[config.mk]
export PLATFORM = sky130hd
export DESIGN_NAME = lec_queue
export DESIGN_NICKNAME = d
export VERILOG_FILES = /design/src/hw/rtl/lec_pkg.sv /design/src/hw/rtl/lec_queue.sv
export SDC_FILE = /design/constraint.sdc
export NUM_CORES = 1
export LEC_CHECK = 0
export ABC_CLOCK_PERIOD_IN_PS = 12700
export BUFFER_PORTS_ARGS = -buffer_cell sky130_fd_sc_hd__buf_2
export CAP_MARGIN = 10
export CORE_ASPECT_RATIO = 1.1
export CORE_MARGIN = 1
export CORE_UTILIZATION = 50
export CTS_CLUSTER_SIZE = 28
export DETAILED_ROUTE_END_ITERATION = 12
export PLACE_DENSITY = 0.7
export RECOVER_POWER = 25
export SYNTH_ARGS = -nofsm -noshare
export SYNTH_HDL_FRONTEND = slang
export SYNTH_SLANG_ARGS = --single-unit
[constraint.sdc]
create_clock -name clk -period 12.7 [get_ports clk]
set_clock_uncertainty 0.2 [all_clocks]
set_input_delay 2.54 -clock clk [delete_from_list [all_inputs] [get_ports clk]]
set_output_delay 2.54 -clock clk [all_outputs]
set_load 0.01 [all_outputs]
[src/hw/rtl/lec_pkg.sv]
// Shared types and constants for the lightmap extent calculator.
package lec_pkg;

  localparam int DEF_MAX_EXTENT  = 512;
  localparam int DEF_LUXEL_SHIFT = 4;

  // Middle queue between projection front and tracking back
  localparam int QDEPTH = 8;
  localparam int QPTR_W = $clog2(QDEPTH);
  localparam int CNT_W  = $clog2(QDEPTH + 1);

  localparam int ODEPTH = 2;

  localparam logic signed [28:0] SENTINEL = 29'sd256000000;
  localparam logic signed [30:0] Q8_MAX   = 31'sd268435455;
  localparam logic signed [30:0] Q8_MIN   = -31'sd268435456;

  // Configuration register indexes
  localparam logic [7:0] REG_S_AX  = 8'd0;
  localparam logic [7:0] REG_S_AY  = 8'd1;
  localparam logic [7:0] REG_S_AZ  = 8'd2;
  localparam logic [7:0] REG_S_OFF = 8'd3;
  localparam logic [7:0] REG_T_AX  = 8'd4;
  localparam logic [7:0] REG_T_AY  = 8'd5;
  localparam logic [7:0] REG_T_AZ  = 8'd6;
  localparam logic [7:0] REG_T_OFF = 8'd7;

  typedef struct packed {
    logic skip;
    logic last;
    logic bad;
  } flags_t;

  // One projected vertex on its way to the trackers
  typedef struct packed {
    logic signed [28:0] s;
    logic signed [28:0] t;
    flags_t             flags;
  } vtx_t;

  // Final bounds of one face, waiting for the extent stage
  typedef struct packed {
    logic signed [28:0] s_lo;
    logic signed [28:0] s_hi;
    logic signed [28:0] t_lo;
    logic signed [28:0] t_hi;
    logic               bad;
  } bounds_t;

  typedef struct packed {
    logic [9:0]         map_width;
    logic [9:0]         map_height;
    logic signed [28:0] min_s;
    logic signed [28:0] min_t;
  } res_t;

endpackage

[src/hw/rtl/lec_queue.sv]
// Short queue between the projection front and the tracking back end.
module lec_queue (
  input  logic                      clk,
  input  logic                      rst,
  input  logic                      wr,
  input  lec_pkg::vtx_t             wr_data,
  input  logic                      rd,
  output lec_pkg::vtx_t             rd_data,
  output logic                      empty,
  output logic [lec_pkg::CNT_W-1:0] count
);
  import lec_pkg::*;

  vtx_t mem [QDEPTH];
  logic [QPTR_W-1:0] wr_ptr, rd_ptr;

  always_ff @(posedge clk) begin
    if (wr) begin
      mem[wr_ptr] <= wr_data;
    end
  end

  always_ff @(posedge clk) begin
    if (rst) begin
      wr_ptr <= '0;
      rd_ptr <= '0;
      count  <= '0;
    end else begin
      if (wr) wr_ptr <= wr_ptr + 1'b1;
      if (rd) rd_ptr <= rd_ptr + 1'b1;
      count <= count + CNT_W'(wr) - CNT_W'(rd);
    end
  end

  assign rd_data = mem[rd_ptr];
  assign empty   = count == '0;

endmodule

==> qor.yml <==
synthAdderAreaFrac_pct: 0.569
worstSetupStartpointType: "flop"
clkSinkCount: 501
place_area_um2: 20100
crit_arrival_ns: 3.34
worst_slew_pin_slew_ns: 0.996
initial_core_util_pct: 50.8
layout-drive-gt1-share_pct: 37.4
finalCritPeriodShare_pct: 47.9
routedWlPerCell_um: 23.9
rsz0062_at_grt: "false"
fmax_ghz: 0.165
die_h_um: 206
cts_resized: 0
finalSetupTns_ns: 0
post_cts_buffers: 0
grt-ovfl-total: 0
port_buffers: 130
cp_slowest_stage_delay_ns: 0.88
nets: 1007
synth-xor-area-share_pct: 0.185
synth-main-ff-cell: "edfxtp_1"
fin_area_um2: 21700
synth.distinct_cells: 23
endpoint_kind: "output port"
critPathKind: "flop to output port"
p_leak_nw: 6.81
die_w_um: 187
worst_ep_required_time_ns: 9.96
maxSlewHeadroom_pct: 33.6
crit_path_max_fanout: 41
ant_nets: 0
dpl.hpwl_um: 18200
layout_commonest_cell: "edfxtp_1"
layout_common_cells: "488 x edfxtp_1, 122 x mux4_2, 90 x buf_2, 61 x mux2_2, 56 x clkbuf_1"
fin_util_pct: 58.2
synth_area_leaders: "edfxtp_1 77%, mux4_2 15%, mux2_2 3.6%"
max_cap_viol_count: 0
path_cells: "buf_4 > mux4_2 > mux2_2 > buf_2"
slew_viol_final: 0
syn_inst: 774
yosys_warnings: 0
grt_max_degree: 67
grt_pass1_wl_um: 53100
yosys_register_bits: 501
avgSynthCellArea_um2: 24.4
clkSlewWorstSetupHoldPaths_ns: 0.06
dr.pass1.iters: 5
synth_compound_area_share_pct: 0.126
grt_pass1_vias: 8926
cts_hold_buf: 0
clock_latency_ns: 0.56
peakVddDrop_mv: 0.111
synth-edff-count: 488
syn-num-nets: 847
yosys.area_share.simple_pct: 0.688
pwr_density_cell_nw_per_um2: 164
vias: 8287
synth_top_family_by_area: "multiplexers"
hold_viol: 0
routed_via_density: 5.63
core-area_um2: 37200
async_flop_share_pct: 0
drt-total-wl_um: 35200
htreeDepth: 2
grt_antenna_before_repair: 2
hold_path.class: "flop to flop"
setup_viol: 0
row_count: 74
cp_slowest_cell: "dfxtp_4"
grt_usage_pct: 18.6
status: "finished clean"
cts_max_path_buffers: 3
drt_iter0_drc: 657
area_growth_pct: 14.6
muxShareOfSynthArea_pct: 18.3
cts_tree: "yes"
cts_root_buf: "clkbuf_16"
die-area_um2: 38600
io_pins: 131
netlist_area_um2: 18900
synth_top_area_share_pct: 77.5
yosysTopAreaCell: "edfxtp_1"
place_congestion: 0.694
numCtsBuffers: 50
yosysSeqAreaShare_pct: 78.9
hold_ws_ns: 0.303
min_period_ns: 6.08
drc_errors: 0
==> worst max-delay path, delay by kind of cell (launching register included) <==
family	cells	cell delay (ns)
flops	1	0.88
mux	2	0.88
buf+inv	2	0.96
==> state kept, by name, summed over array words and instances, names as in the netlist, named ones only <==
register,flops
wr_ptr,3
rd_ptr,3
count,4
mem,488
==> final cells by class <==
class	count	area, µm²
fill	2704	15600
sequential	501	14900
multi-input combinational	230	3810
clock buffer	69	1390
timing repair buffer	144	706
tap	494	618
clock inverter	24	196
inverter	7	26.3
antenna	2	5.00
==> path summary, 6_finish.rpt <==
| kind | slack (ns) | from | end | cells past startpoint |
|---|---|---|---|---|
| max | 6.62 | flop | rd_data[12] | 4 |
| min | 0.30 | wr_ptr[0] | wr_ptr[0] | 2 |
| max reg2reg | 10.05 | wr_ptr[1] | mem[3][59] | 3 |
| min reg2reg | 0.30 | wr_ptr[0] | wr_ptr[0] | 2 |
==> metal layers <==
layer | global-route usage (%) | wire (µm) | vias to the layer above
met5 | 0 | 15 | -
met4 | 5.34 | 674 | 2
met3 | 3.45 | 1890 | 54
met2 | 31.8 | 17900 | 212
met1 | 24.8 | 14700 | 4408
li1 | - | - | 3611
==> logic make-up after synthesis <==
kind of cell	Yosys count
muxes	185
buffers and inverters	43
xor gates and xnor gates	4
adders and majority gates	8
DFF	501
AOI/OAI and AO/OA	4
and+or+nand+nor	29
==> power by group <==
part	internal (W)	switching (W)	leakage [nW]
logic	0.000131	0.000136	1.50
registers	0.00185	0.0000231	4.54
clock network	0.000824	0.000584	0.766
total	0.00281	0.000743	6.81
==> metrics by stage <==
stage	setup slack (ns)	total power, W	cells
5_1_grt	6.33	0.00367	1470
2_1_floorplan	5.14	0.00209	774
3_5_place_dp	7.08	0.00219	1376
3_3_place_gp	7.08	0.00218	1376
4_1_cts	6.47	0.00359	1469
6_report	6.62	0.00355	1471
==> synth_stat cells, types with 2 or more instances <==
master	count
nand2b_1	5
dfxtp_1	13
a21oi_1	3
mux2_2	61
ha_1	7
nor2_1	15
mux2i_1	2
nor3_1	2
buf_6	9
nand2_1	4
clkbuf_1	13
buf_2	13
xor2_1	3
inv_1	7
mux4_2	122
edfxtp_1	488
Note: power is estimated with default switching activity, not from simulation.
