**src/hw/rtl/lec_pkg.sv**
```systemverilog
// Shared types and constants for the lightmap extent calculator.
package lec_pkg;

  localparam int DEF_MAX_EXTENT  = 512;
  localparam int DEF_LUXEL_SHIFT = 4;

  // Middle queue between projection front and tracking back
  localparam int QDEPTH = 8;
  localparam int QPTR_W = $clog2(QDEPTH);
  localparam int CNT_W  = $clog2(QDEPTH + 1);

  localparam int ODEPTH = 2;

  localparam logic signed [28:0] SENTINEL = 29'sd256000000;
  localparam logic signed [30:0] Q8_MAX   = 31'sd268435455;
  localparam logic signed [30:0] Q8_MIN   = -31'sd268435456;

  // Configuration register indexes
  localparam logic [7:0] REG_S_AX  = 8'd0;
  localparam logic [7:0] REG_S_AY  = 8'd1;
  localparam logic [7:0] REG_S_AZ  = 8'd2;
  localparam logic [7:0] REG_S_OFF = 8'd3;
  localparam logic [7:0] REG_T_AX  = 8'd4;
  localparam logic [7:0] REG_T_AY  = 8'd5;
  localparam logic [7:0] REG_T_AZ  = 8'd6;
  localparam logic [7:0] REG_T_OFF = 8'd7;

  typedef struct packed {
    logic skip;
    logic last;
    logic bad;
  } flags_t;

  // One projected vertex on its way to the trackers
  typedef struct packed {
    logic signed [28:0] s;
    logic signed [28:0] t;
    flags_t             flags;
  } vtx_t;

  // Final bounds of one face, waiting for the extent stage
  typedef struct packed {
    logic signed [28:0] s_lo;
    logic signed [28:0] s_hi;
    logic signed [28:0] t_lo;
    logic signed [28:0] t_hi;
    logic               bad;
  } bounds_t;

  typedef struct packed {
    logic [9:0]         map_width;
    logic [9:0]         map_height;
    logic signed [28:0] min_s;
    logic signed [28:0] min_t;
  } res_t;

endpackage

```
**src/hw/rtl/lec_back.sv**
```systemverilog
// Back end: min/max trackers, extent arithmetic and the result queue.
module lec_back #(
  parameter int MAX_EXTENT  = lec_pkg::DEF_MAX_EXTENT,
  parameter int LUXEL_SHIFT = lec_pkg::DEF_LUXEL_SHIFT
) (
  input  logic          clk,
  input  logic          rst,
  input  lec_pkg::vtx_t head,
  input  logic          q_empty,
  output logic          q_pop,
  output lec_pkg::res_t res,
  output logic          empty,
  input  logic          pop
);
  import lec_pkg::*;

  localparam int K         = LUXEL_SHIFT + 8;
  localparam int LUX_ROUND = (1 << K) - 1;

  logic signed [28:0] s_low, s_high, t_low, t_high;
  logic signed [28:0] s_low_next, s_high_next, t_low_next, t_high_next;

  bounds_t bnd;
  logic    bnd_valid, bnd_adv, bnd_free, head_emits;

  res_t   omem [ODEPTH];
  logic   o_wr_ptr, o_rd_ptr;
  logic [1:0] o_count;
  logic   o_full, o_pop;
  res_t   o_entry;

  function automatic logic [9:0] extent(input logic signed [28:0] lo,
                                        input logic signed [28:0] hi);
    logic signed [29:0] hi_up;
    logic signed [29:0] c;
    logic signed [29:0] f;
    logic signed [30:0] n;
    hi_up = 30'(hi) + 30'(LUX_ROUND);
    c = hi_up >>> K;
    f = 30'(lo) >>> K;
    n = 31'(c) - 31'(f) + 31'sd1;
    if (n < 31'sd1) begin
      n = 31'sd1;
    end else if (n > 31'(MAX_EXTENT)) begin
      n = 31'(MAX_EXTENT);
    end
    return n[9:0];
  endfunction

  // Only the final vertex of a face or an invalid-face request needs room in the bounds register
  assign head_emits = head.flags.last || head.flags.bad;
  assign o_full     = o_count == 2'(ODEPTH);
  assign o_pop      = pop && !empty;
  assign bnd_adv    = bnd_valid && (!o_full || o_pop);
  assign bnd_free   = !bnd_valid || bnd_adv;
  assign q_pop      = !q_empty && (!head_emits || bnd_free);

  always_comb begin
    s_low_next  = s_low;
    s_high_next = s_high;
    t_low_next  = t_low;
    t_high_next = t_high;
    if (!head.flags.skip) begin
      if (head.s < s_low)  s_low_next  = head.s;
      if (head.s > s_high) s_high_next = head.s;
      if (head.t < t_low)  t_low_next  = head.t;
      if (head.t > t_high) t_high_next = head.t;
    end
  end

  always_ff @(posedge clk) begin
    if (rst) begin
      s_low  <= SENTINEL;
      s_high <= -SENTINEL;
      t_low  <= SENTINEL;
      t_high <= -SENTINEL;
    end else if (q_pop) begin
      if (head_emits) begin
        s_low  <= SENTINEL;
        s_high <= -SENTINEL;
        t_low  <= SENTINEL;
        t_high <= -SENTINEL;
      end else begin
        s_low  <= s_low_next;
        s_high <= s_high_next;
        t_low  <= t_low_next;
        t_high <= t_high_next;
      end
    end
  end

  always_ff @(posedge clk) begin
    if (rst) begin
      bnd_valid <= 1'b0;
    end else if (q_pop && head_emits) begin
      bnd_valid <= 1'b1;
    end else if (bnd_adv) begin
      bnd_valid <= 1'b0;
    end
  end

  always_ff @(posedge clk) begin
    if (q_pop && head_emits) begin
      bnd.s_lo <= s_low_next;
      bnd.s_hi <= s_high_next;
      bnd.t_lo <= t_low_next;
      bnd.t_hi <= t_high_next;
      bnd.bad  <= head.flags.bad;
    end
  end

  always_comb begin
    if (bnd.bad) begin
      o_entry = '{map_width: 10'd1, map_height: 10'd1, min_s: '0, min_t: '0};
    end else begin
      o_entry.map_width  = extent(bnd.s_lo, bnd.s_hi);
      o_entry.map_height = extent(bnd.t_lo, bnd.t_hi);
      o_entry.min_s      = bnd.s_lo;
      o_entry.min_t      = bnd.t_lo;
    end
  end

  always_ff @(posedge clk) begin
    if (bnd_adv) begin
      omem[o_wr_ptr] <= o_entry;
    end
  end

  always_ff @(posedge clk) begin
    if (rst) begin
      o_wr_ptr <= 1'b0;
      o_rd_ptr <= 1'b0;
      o_count  <= '0;
    end else begin
      if (bnd_adv) o_wr_ptr <= !o_wr_ptr;
      if (o_pop)   o_rd_ptr <= !o_rd_ptr;
      o_count <= o_count + 2'(bnd_adv) - 2'(o_pop);
    end
  end

  assign res   = omem[o_rd_ptr];
  assign empty = o_count == 2'd0;

endmodule

```
**config.mk**
```make
export PLATFORM = sky130hd
export DESIGN_NAME = lec_back
export DESIGN_NICKNAME = d
export VERILOG_FILES = /design/src/hw/rtl/lec_pkg.sv /design/src/hw/rtl/lec_back.sv
export SDC_FILE = /design/constraint.sdc
export NUM_CORES = 1
export LEC_CHECK = 0
export ABC_AREA = 1
export ABC_CLOCK_PERIOD_IN_PS = 7600
export BUFFER_PORTS_ARGS = -buffer_cell sky130_fd_sc_hd__buf_4
export CAP_MARGIN = 30
export CORE_ASPECT_RATIO = 0.7
export CORE_MARGIN = 2
export CORE_UTILIZATION = 26
export CTS_CLUSTER_DIAMETER = 150
export DETAILED_ROUTE_END_ITERATION = 10
export GPL_TIMING_DRIVEN = 0
export PLACE_DENSITY = 0.44
export SYNTH_ARGS = -nofsm -noshare
export SYNTH_HDL_FRONTEND = slang
export SYNTH_SLANG_ARGS = --single-unit
```
**constraint.sdc**
```tcl
create_clock -name clk -period 7.6 [get_ports clk]
set_input_delay 0 -clock clk [delete_from_list [all_inputs] [get_ports clk]]
set_output_delay 0 -clock clk [all_outputs]
set_load 0.1 [all_outputs]
```
==> impl_metrics.csv, run 1 <==
group,metric,value,unit
cells_and_area,layout_commonest_cell,"nand2_1",
yosys,ys_seq_elements,395,
routing,drc,0,
global_routing,gr-usage-all-layers,15.3,%
power_and_ir_drop,combPwrFrac,33.7,%
placement,dpl-instance-area,0.0254,mm2
outcome,outcome,"completed",
sta,finalSetupViolations,0,
sta,final-hold-violation-count,0,
clock_network,clockBufferDepth,3,
sta,report.final.slew_viol_count,0,
placement,place_ws,2940,ps
power_and_ir_drop,p_sw,2.73,mW
clock_network,cts_made_buffers,46,
critical_path,critPathMaxStageDelay,380,ps
cells_and_area,ff_latch_area,0.0106,mm2
clock_network,clock_latency,590,ps
yosys,syn-num-nets,2844,
floorplan,placement_rows,90,
yosys,synthCells,2589,
yosys,synth-edff-count,273,
yosys,ys_seq_area_share,47.0,%
global_routing,antenna_found_initial,4,
yosys,yosysWarningCount,0,
clock_network,clock-root-buffer,"clkbuf_16",
critical_path,worstPathArrival,5030,ps
global_routing,grt_first_pass_wirelength,104000,um
critical_path,cp-start-kind,"register",
global_routing,grt_max_degree,33,
routing,via_count,17704,
critical_path,ff2ff_setup_slack,2980,ps
sta,tightest_slew,929,ps
global_routing,grt_pass1_vias,17102,
critical_path,worstSetupPathType,"reg2reg",
cells_and_area,nFillCells,9072,
sta,skew,26.0,ps
floorplan,core,0.0861,mm2
routing,drt_pass1_iterations,5,
power_and_ir_drop,p_seq_share,35.2,%
clock_network,clkSlewWorstSetupHoldPaths,60,ps
floorplan,die_y,251,um
power_and_ir_drop,p_clk_share,31.0,%
floorplan,ioPinCount,145,
routing,wl_per_cell,17.0,um
yosys,syn-cell-area,0.0226,mm2
placement,dp_hpwl,53600,um
cells_and_area,layout_common_cells,"nand2_1 (551), inv_1 (376), edfxtp_1 (273)",
clock_network,h-tree-depth,2,
sta,period_minus_slack,4620,ps
hold_path,hold_path_class,"in2reg",
clock_network,clock-sinks,395,
clock_network,cts_tree,"done",
cells_and_area,num-nets-final,3107,
cells_and_area,synthToLayoutAreaGrowth,21.4,%
yosys,avgSynthCellArea,8.74,um2
critical_path,cp_slowest_cell,"ha_1",
routing,routed_wirelength,68500,um
routing,ant_nets,0,
power_and_ir_drop,power.leakage,12.0,nW
power_and_ir_drop,swShare,37.9,%
floorplan,initial_utilization,26.3,%
global_routing,grt_overflow,0,
sta,fmax,216,MHz
power_and_ir_drop,powerDensity,262,mW/mm2
yosys,async_flop_share,0,%
power_and_ir_drop,power.total,7.18,mW
yosys,synth_cell_type_count,48,
power_and_ir_drop,internal_power,4.46,mW
critical_path,critPathMostFrequentCell,"nand2_1",
critical_path,cp.required,8010,ps
sta,period_share,60.8,%
flow_run,maxCapViolCount,0,
routing,initialDrtViolationCount,1085,
yosys,synth_flop_cell,"edfxtp_1",
sta,layout_setup_ws,2980,ps
sta,relSlewSlack,38.0,%
routing,via_per_inst,4.38,
cells_and_area,final_area,0.0275,mm2
sta,rsz0062_at_grt,"no",
placement,portBuffers,143,
placement,place.gp.congestion,0.856,
floorplan,dieArea,0.0894,mm2
cells_and_area,drive_above_1_share,11.8,%
cells_and_area,multi_input_area,0.0102,mm2
critical_path,crit_path_end_kind,"register",
floorplan,dieWidth,357,um
critical_path,crit_fanout,9,
power_and_ir_drop,peakVddDrop,0.000133,V
clock_network,post_cts_resized,0,
sta,hold_ws,50.1,ps
## power groups by stage
stage / registers [mW] / logic [mW] / clock network (mW)
6_report: 2.53 / 2.42 / 2.23
5_1_grt: 2.55 / 2.64 / 2.37
4_1_cts: 2.53 / 2.45 / 2.30
3_5_place_dp: 2.58 / 2.42 / 0
3_3_place_gp: 2.60 / 2.40 / 0
2_1_floorplan: 2.57 / 1.78 / 0
## timing repair
| item | 4_1_cts | 5_1_grt |
|---|---|---|
| hold endpoints to repair | 209 | 0 |
| buffers inserted | 0 | 0 |
| hold buffers | 62 | 0 |
## path summary, 6_finish.rpt
kind / cells after the start / end / startpoint
hold / removal: 4 / bnd_valid / rst
setup reg to reg: 25 / omem[0][72] / bnd[59]
setup / recovery: 25 / omem[0][72] / bnd[59]
hold reg to reg: 1 / o_rd_ptr / o_rd_ptr
## Yosys cell counts, types with 2 or more instances
library cell | number | area [um2]
o21a_1 | 3 | 22.5
nand2_1 | 551 | 2070
nand3b_1 | 7 | 52.6
nor3b_2 | 4 | 50.1
nor2_2 | 2 | 12.5
nor4_1 | 4 | 25.0
nor2_1 | 199 | 747
o21ai_1 | 16 | 80.1
inv_1 | 376 | 1410
xor2_1 | 28 | 245
nand3_1 | 165 | 826
nand2_2 | 3 | 18.8
and3_1 | 3 | 18.8
dfxtp_1 | 122 | 2440
buf_1 | 16 | 60.1
nand3_4 | 2 | 35.0
nand4_1 | 81 | 507
xnor2_1 | 11 | 96.3
buf_2 | 12 | 60.1
o21bai_1 | 3 | 22.5
o21ai_2 | 7 | 61.3
a21oi_1 | 209 | 1050
and2_1 | 86 | 538
buf_6 | 3 | 33.8
nor3_1 | 11 | 55.1
buf_4 | 2 | 15.0
edfxtp_1 | 273 | 8200
a31oi_1 | 2 | 12.5
clkbuf_1 | 57 | 214
mux2_2 | 78 | 878
ha_1 | 188 | 2350
a21o_1 | 6 | 45.0
nand3_2 | 2 | 20.0
o21ai_0 | 41 | 205
fa_1 | 2 | 40.0
o211ai_1 | 2 | 15.0
## kinds of logic (layout without fill, tap and decap cells)
logic type,after synthesis,in the layout,share of synthesized area (%)
buffers and inverters,467,765,7.95
DFF,395,395,47.0
muxes,78,78,3.88
xor gates and xnor gates,39,39,1.51
other,0,1,0
AOI/OAI and AO/OA,294,294,6.84
and+or+nand+nor,1126,1126,22.2
adders and majority gates,190,190,10.6
## flip-flops by register name, summed over array words and instances (netlist names), named ones only
name	count
bnd_valid	1
s_high	29
omem	156
bnd	117
o_count	2
t_high	29
o_rd_ptr	1
s_low	29
o_wr_ptr	1
t_low	29
## routing by layer
layer  track usage [%]  vias up  share of wire (%)  wire, um
met3              2.56       84                5.5      3760
li1                  -     9155                  -         -
met4              3.75        2                2.0      1400
met1              23.5     8122                 52     36000
met5                 0        -              0.015        10
met2              21.8      341                 40     27400
## layout make-up
cell class,count,area share [%]
Sequential cell,395,38.7
Multi-Input combinational cell,1727,37.2
Tap cell,1150,5.24
Clock buffer,62,4.67
Buffer,90,1.39
Antenna cell,1,0.00911
Clock inverter,21,0.738
Timing Repair Buffer,215,6.90
Inverter,377,5.15
## critical path, delay by kind of cell (launching register included)
family	cells	cell delay, ps
simple gates	17	2600
compound gates	4	760
fa+ha+maj	2	650
flops	1	330
buf+inv	2	100
## through the flow
stage | TNS, ps | std cells | util (%)
floorplan | 0 | 2589 | -
global placement | -405510 | 3882 | 29.2
detailed placement | 0 | 3892 | 29.4
CTS | 0 | 4037 | 31.9
global route | 0 | 4037 | 31.9
finish | 0 | 4038 | 31.9
Power figures use the tool's default switching activity.
==> inputs of run 2 (changes only) <==
Settings changed: ABC_CLOCK_PERIOD_IN_PS 7600 to 4300.
Clock period 7.6 ns to 4.3 ns, I/O delays scaled along.
==> run 2 against run 1 <==
Effect of this change:
- clock power up 84%
- core utilization rose by 1.1 points
- die area stayed put
- sequential share of layout area fell by 1.3 points
- via count grew 0.15%
- clock skew fell by 6.3 ps
- global-route usage barely moved
- critical endpoint is now omem[0][63]
==> impl_metrics.csv, run 2 (synthesized netlist as in run 1, its figures left out) <==
group,metric,value,unit
sta,report.final.slew_viol_count,0,
routing,drc,0,
global_routing,gr-usage-all-layers,15.2,%
cells_and_area,largestRegisters,"omem x156, bnd x117",
cells_and_area,largest_reg_flops,156,
floorplan,initial_utilization,26.3,%
cells_and_area,final_core_util,33.0,%
floorplan,die_y,251,um
critical_path,cp.required,4620,ps
critical_path,crit_fanout,7,
placement,place.gp.congestion,0.841,
floorplan,ioPinCount,145,
floorplan,placement_rows,90,
global_routing,grt_pass1_vias,17244,
routing,ant_nets,0,
sta,fmax,250,MHz
clock_network,clockBufferDepth,3,
routing,via_per_inst,4.37,
cells_and_area,num-nets-final,3126,
critical_path,crit_path_end_kind,"register",
critical_path,critPathMostFrequentCell,"nand2_1",
sta,tightest_slew,949,ps
power_and_ir_drop,power.total,13.1,mW
global_routing,antenna_found_initial,2,
clock_network,clock_latency,590,ps
clock_network,clock-root-buffer,"clkbuf_16",
routing,routed_wirelength,69300,um
critical_path,worstSetupPathType,"reg2reg",
critical_path,ff2ff_setup_slack,290,ps
sta,skew,19.7,ps
sta,period_share,93.2,%
clock_network,cts_made_buffers,47,
cells_and_area,drive_above_1_share,16.4,%
routing,wl_per_cell,17.1,um
routing,via_count,17731,
clock_network,clkSlewWorstSetupHoldPaths,60,ps
global_routing,grt_first_pass_wirelength,104000,um
critical_path,worst_path_dominant_cell_family,"simple AND/OR/NAND/NOR gates",
critical_path,r2r_cells,32,
routing,drt_pass1_iterations,5,
placement,portBuffers,143,
critical_path,cp_num_cells,32,
critical_path,r2r-start,"bnd[12]",
power_and_ir_drop,powerDensity,463,mW/mm2
clock_network,h-tree-depth,2,
sta,finalSetupViolations,0,
hold_path,min_path_cells,4,
critical_path,cp_slowest_cell,"edfxtp_1",
sta,period_minus_slack,4010,ps
routing,initialDrtViolationCount,1040,
power_and_ir_drop,peakVddDrop,0.000241,V
global_routing,grtUsageMet2,21.9,%
global_routing,grt_overflow,0,
floorplan,core,0.0861,mm2
flow_run,maxCapViolCount,0,
critical_path,r2r-end,"omem[0][63]",
global_routing,busiest_layer,"met1",
hold_path,min_from,"rst",
critical_path,worstPathArrival,4330,ps
critical_path,critPathMaxStageDelay,340,ps
global_routing,gr-usage-met1,23.4,%
cells_and_area,synthToLayoutAreaGrowth,25.5,%
global_routing,grt_max_degree,30,
floorplan,dieWidth,357,um
hold_path,whs_endpoint,"bnd_valid",
cells_and_area,nFillCells,8956,
hold_path,hold_path_class,"in2reg",
clock_network,clock-sinks,395,
critical_path,worst-path-buf-inv,2,
clock_network,cts_tree,"done",
cells_and_area,largest-register,"omem",
cells_and_area,layout_common_cells,"nand2_1 (527), inv_1 (372), edfxtp_1 (273)",
sta,relSlewSlack,36.5,%
floorplan,dieArea,0.0894,mm2
critical_path,cp-start-kind,"register",
outcome,outcome,"completed",
placement,dp_hpwl,53700,um
global_routing,met3_usage,2.27,%
sta,final-hold-violation-count,0,
cells_and_area,layout_commonest_cell,"nand2_1",
power_and_ir_drop,power.leakage,12.2,nW
## run 2: report_power, final
part	internal (mW)	switching [mW]	total, mW
Clock	2.46	1.66	4.11
Sequential	4.38	0.104	4.48
Combinational	1.31	3.23	4.54
Total	8.14	4.99	13.1
## run 2: through the flow
step	hold slack (ps)	setup TNS [ps]	setup slack (ps)	instance area, um2	std cells
after global placement	220	-446230	-2940	25100	3882
after detailed placement	212	-13090	-399	25400	3894
after CTS	5.30	0	4.98	27700	4048
final	66.3	0	292	28400	4060
after global routing	57.3	-417	-36.1	28400	4059
after floorplan	98.9	0	14.1	22600	2589
## run 2: routing by layer
metal  vias up  wire [um]  share of wire [%]
li1       9206          -                  -
met1      8151      36900                 53
met2       286      28000                 40
met3        84       2850                4.1
met4         4       1550                2.2
met5         -         23              0.033
## run 2: worst max-delay path by stage
| stage | slack [ps] | endpoint | start |
|---|---|---|---|
| global route | -40 | omem[1][62] | bnd[10] |
| global placement | -2940 | omem[0][68] | o_count[0] |
| finish | 290 | omem[0][63] | bnd[12] |
| floorplan | 10 | omem[0][0] | o_count[0] |
| CTS | 5 | omem[0][72] | bnd[63] |
| detailed placement | -400 | omem[0][72] | bnd[59] |
## run 2: worst reg2reg max path, delay by kind of cell (launching register included)
kind | cells | cell delay [ps]
AND/OR/NAND/NOR | 27 | 2550
adder cells (fa/ha/maj) | 2 | 520
flip-flops | 1 | 340
buffers and inverters | 2 | 180
XOR/XNOR | 1 | 150
## run 2: final cells by class
type                    instances  area, um2  area share, %
clock inverters                25        248          0.873
plain buffers                  90        383           1.35
clock buffers                  62       1330           4.67
diodes                          1       2.50        0.00882
multi-input cells            1729      10900           38.3
well taps                    1150       1440           5.07
inverters                     377       1420           4.99
repair buffers                231       2060           7.27
flip-flops and latches        395      10600           37.5
## run 2: what timing repair did
action,CTS,global route
buffers inserted,4,9
setup endpoints to repair,40,40
pin swaps,3,34
endpoints found under the hold margin,211,0
hold buffers,63,0
gates resized for setup,16,135
cloned,0,2
==> inputs of run 3 (changes only) <==
Settings changed: CELL_PAD_IN_SITES_DETAIL_PLACEMENT set to 1, CELL_PAD_IN_SITES_GLOBAL_PLACEMENT set to 2, CORE_MARGIN 2 to 10, PLACE_DENSITY 0.44 to 0.61.
==> run 3 against run 2 <==
Effect of this change:
- routed wire length increased by 16%
- critical path type unchanged
- clock-buffer cell count increased by 8
- cell count about the same
- largest cell class unchanged
- non-clock buffer count increased by 5
- register-to-register slack got worse by 40 ps
- highest routed layer is now met4
==> impl_metrics.csv, run 3 (synthesized netlist as in run 1, its figures left out) <==
group,metric,value,unit
cells_and_area,finalNonFillerCells,4063,
global_routing,gr-usage-all-layers,15.8,%
global_routing,met3_usage,2.24,%
power_and_ir_drop,powerDensity,464,mW/mm2
floorplan,placement_rows,90,
clock_network,cts_made_buffers,46,
critical_path,cp.required,4740,ps
cells_and_area,largest_reg_flops,156,
clock_network,clkSlewWorstSetupHoldPaths,60,ps
global_routing,grt_overflow,0,
routing,drc,0,
power_and_ir_drop,peakVddDrop,0.000377,V
routing,wl_per_cell,19.7,um
cells_and_area,num-nets-final,3130,
global_routing,grt_first_pass_wirelength,121000,um
floorplan,core,0.0863,mm2
clock_network,h-tree-depth,2,
global_routing,grt_pass1_vias,19465,
power_and_ir_drop,power.leakage,12.1,nW
placement,place_ws,-549,ps
routing,ant_nets,0,
sta,report.final.slew_viol_count,0,
cells_and_area,largest-register,"omem",
floorplan,initial_utilization,26.2,%
floorplan,dieArea,0.0994,mm2
sta,fmax,247,MHz
sta,relSlewSlack,38.7,%
placement,place.gp.congestion,0.827,
cells_and_area,synthToLayoutAreaGrowth,25.5,%
critical_path,crit_fanout,5,
hold_path,hold_path_class,"in2reg",
cells_and_area,n_antenna_cell,0,
outcome,outcome,"completed",
critical_path,worstSetupPathType,"reg2reg",
sta,period_minus_slack,4050,ps
placement,dpl-instance-area,0.0254,mm2
routing,initialDrtViolationCount,949,
placement,numPlacedInstances,3895,
clock_network,cts_tree,"done",
cells_and_area,layout_common_cells,"nand2_1 (523), inv_1 (374), edfxtp_1 (273)",
cells_and_area,final_area,0.0284,mm2
placement,dp_hpwl,63300,um
critical_path,crit_path_end_kind,"register",
floorplan,ioPinCount,145,
clock_network,clockBufferDepth,3,
flow_run,maxCapViolCount,0,
cells_and_area,layout_commonest_cell,"nand2_1",
sta,tightest_slew,917,ps
routing,via_count,18544,
routing,routed_wirelength,80100,um
sta,skew,19.6,ps
global_routing,gr-usage-met1,24.3,%
routing,drt_pass1_iterations,5,
global_routing,grt_max_degree,36,
clock_network,clock-sinks,395,
global_routing,grtUsageMet2,23.5,%
critical_path,cp-start-kind,"register",
sta,layout_setup_ws,250,ps
sta,period_share,94.2,%
critical_path,worstPathArrival,4490,ps
cells_and_area,nFillCells,10071,
sta,final-hold-violation-count,0,
floorplan,die_y,267,um
cells_and_area,largestRegisters,"omem x156, bnd x117",
floorplan,dieWidth,373,um
clock_network,clock_latency,600,ps
sta,finalSetupViolations,0,
placement,portBuffers,143,
global_routing,antenna_found_initial,4,
clock_network,clock-root-buffer,"clkbuf_16",
global_routing,busiest_layer,"met1",
routing,via_per_inst,4.56,
cells_and_area,drive_above_1_share,16.7,%
==> run 3: cell types whose count changed in the layout (fill, tap and decap cells not counted), sizes merged <==
cell	change
buf	+5
diode	-1
clkinvlp	-1
inv	+2
bufinv	-3
clkinv	-7
clkbuf	+8
==> run 3: routing by layer <==
layer | share of wire, % | wire length, um
met1 | 54 | 42900
met2 | 42 | 33200
met3 | 3.6 | 2900
met4 | 1.4 | 1080
met5 | 0 | 0
==> run 3: what timing repair did <==
item                                    4_1_cts  5_1_grt
endpoints found under the hold margin       217        0
gates resized for setup                      29      133
setup buffers                                 4       12
endpoints found under the setup margin       40       40
hold buffers                                 63        0
cloned                                        0        2
pin swaps                                     5       42
==> run 3: path summary, 6_finish.rpt <==
kind                   start  slack [ps]  depth (start not counted)          end
hold / removal       head[1]         110                          6    s_low[17]
setup reg to reg     bnd[64]         250                         27  omem[0][73]
hold reg to reg   s_high[10]         460                          2   s_high[10]
setup / recovery     bnd[64]         250                         27  omem[0][73]
==> run 3: area by class of cell <==
cell class | instances | area [um2] | share of cell area, %
multi-input combinational | 1729 | 10900 | 38.6
sequential | 395 | 10600 | 37.5
timing repair buffer | 236 | 2070 | 7.28
tap | 1150 | 1440 | 5.07
inverter | 377 | 1420 | 4.98
clock buffer | 70 | 1340 | 4.73
buffer | 90 | 383 | 1.35
clock inverter | 16 | 153 | 0.538
==> run 3: where the power goes <==
part / total (mW) / switching, mW / internal [mW]
registers: 4.49 / 0.112 / 4.38
logic: 4.73 / 3.39 / 1.34
clock network: 3.95 / 1.67 / 2.29
==> run 3: worst max-delay path: stages, from the launching register on <==
cell and delay (ps):
edfxtp_1 330, nor2_1 40, and2_1 150, nand4_1 120, buf_6 160, nand3_4 90, nor2_4 150, nand2_4 100
nor2_4 160, nand2_2 90, nor2_4 130, a21oi_1 70, or2_1 200, inv_1 60, ha_2 280, ha_4 180
a21o_4 220, a21oi_4 150, nor2_1 50, nor2_1 130, nand2_2 120, nor2_2 140, nand2_2 80, a21oi_4 220
nand3_4 120, nand2_4 90, nand2_1 70, nor2_2 160
==> run 3: through the flow <==
| stage | utilization, % | TNS [ps] | total power, mW | hold WS (ps) |
|---|---|---|---|---|
| final | 32.9 | 0 | 13.2 | 111 |
| after global routing | 32.9 | -551 | 13.9 | 138 |
| after CTS | 32.1 | 0 | 13.1 | 74.9 |
| after detailed placement | 29.4 | -16490 | 9.03 | 190 |
| after global placement | 29.2 | -403040 | 8.95 | 192 |
| after floorplan | - | 0 | 7.68 | 98.9 |
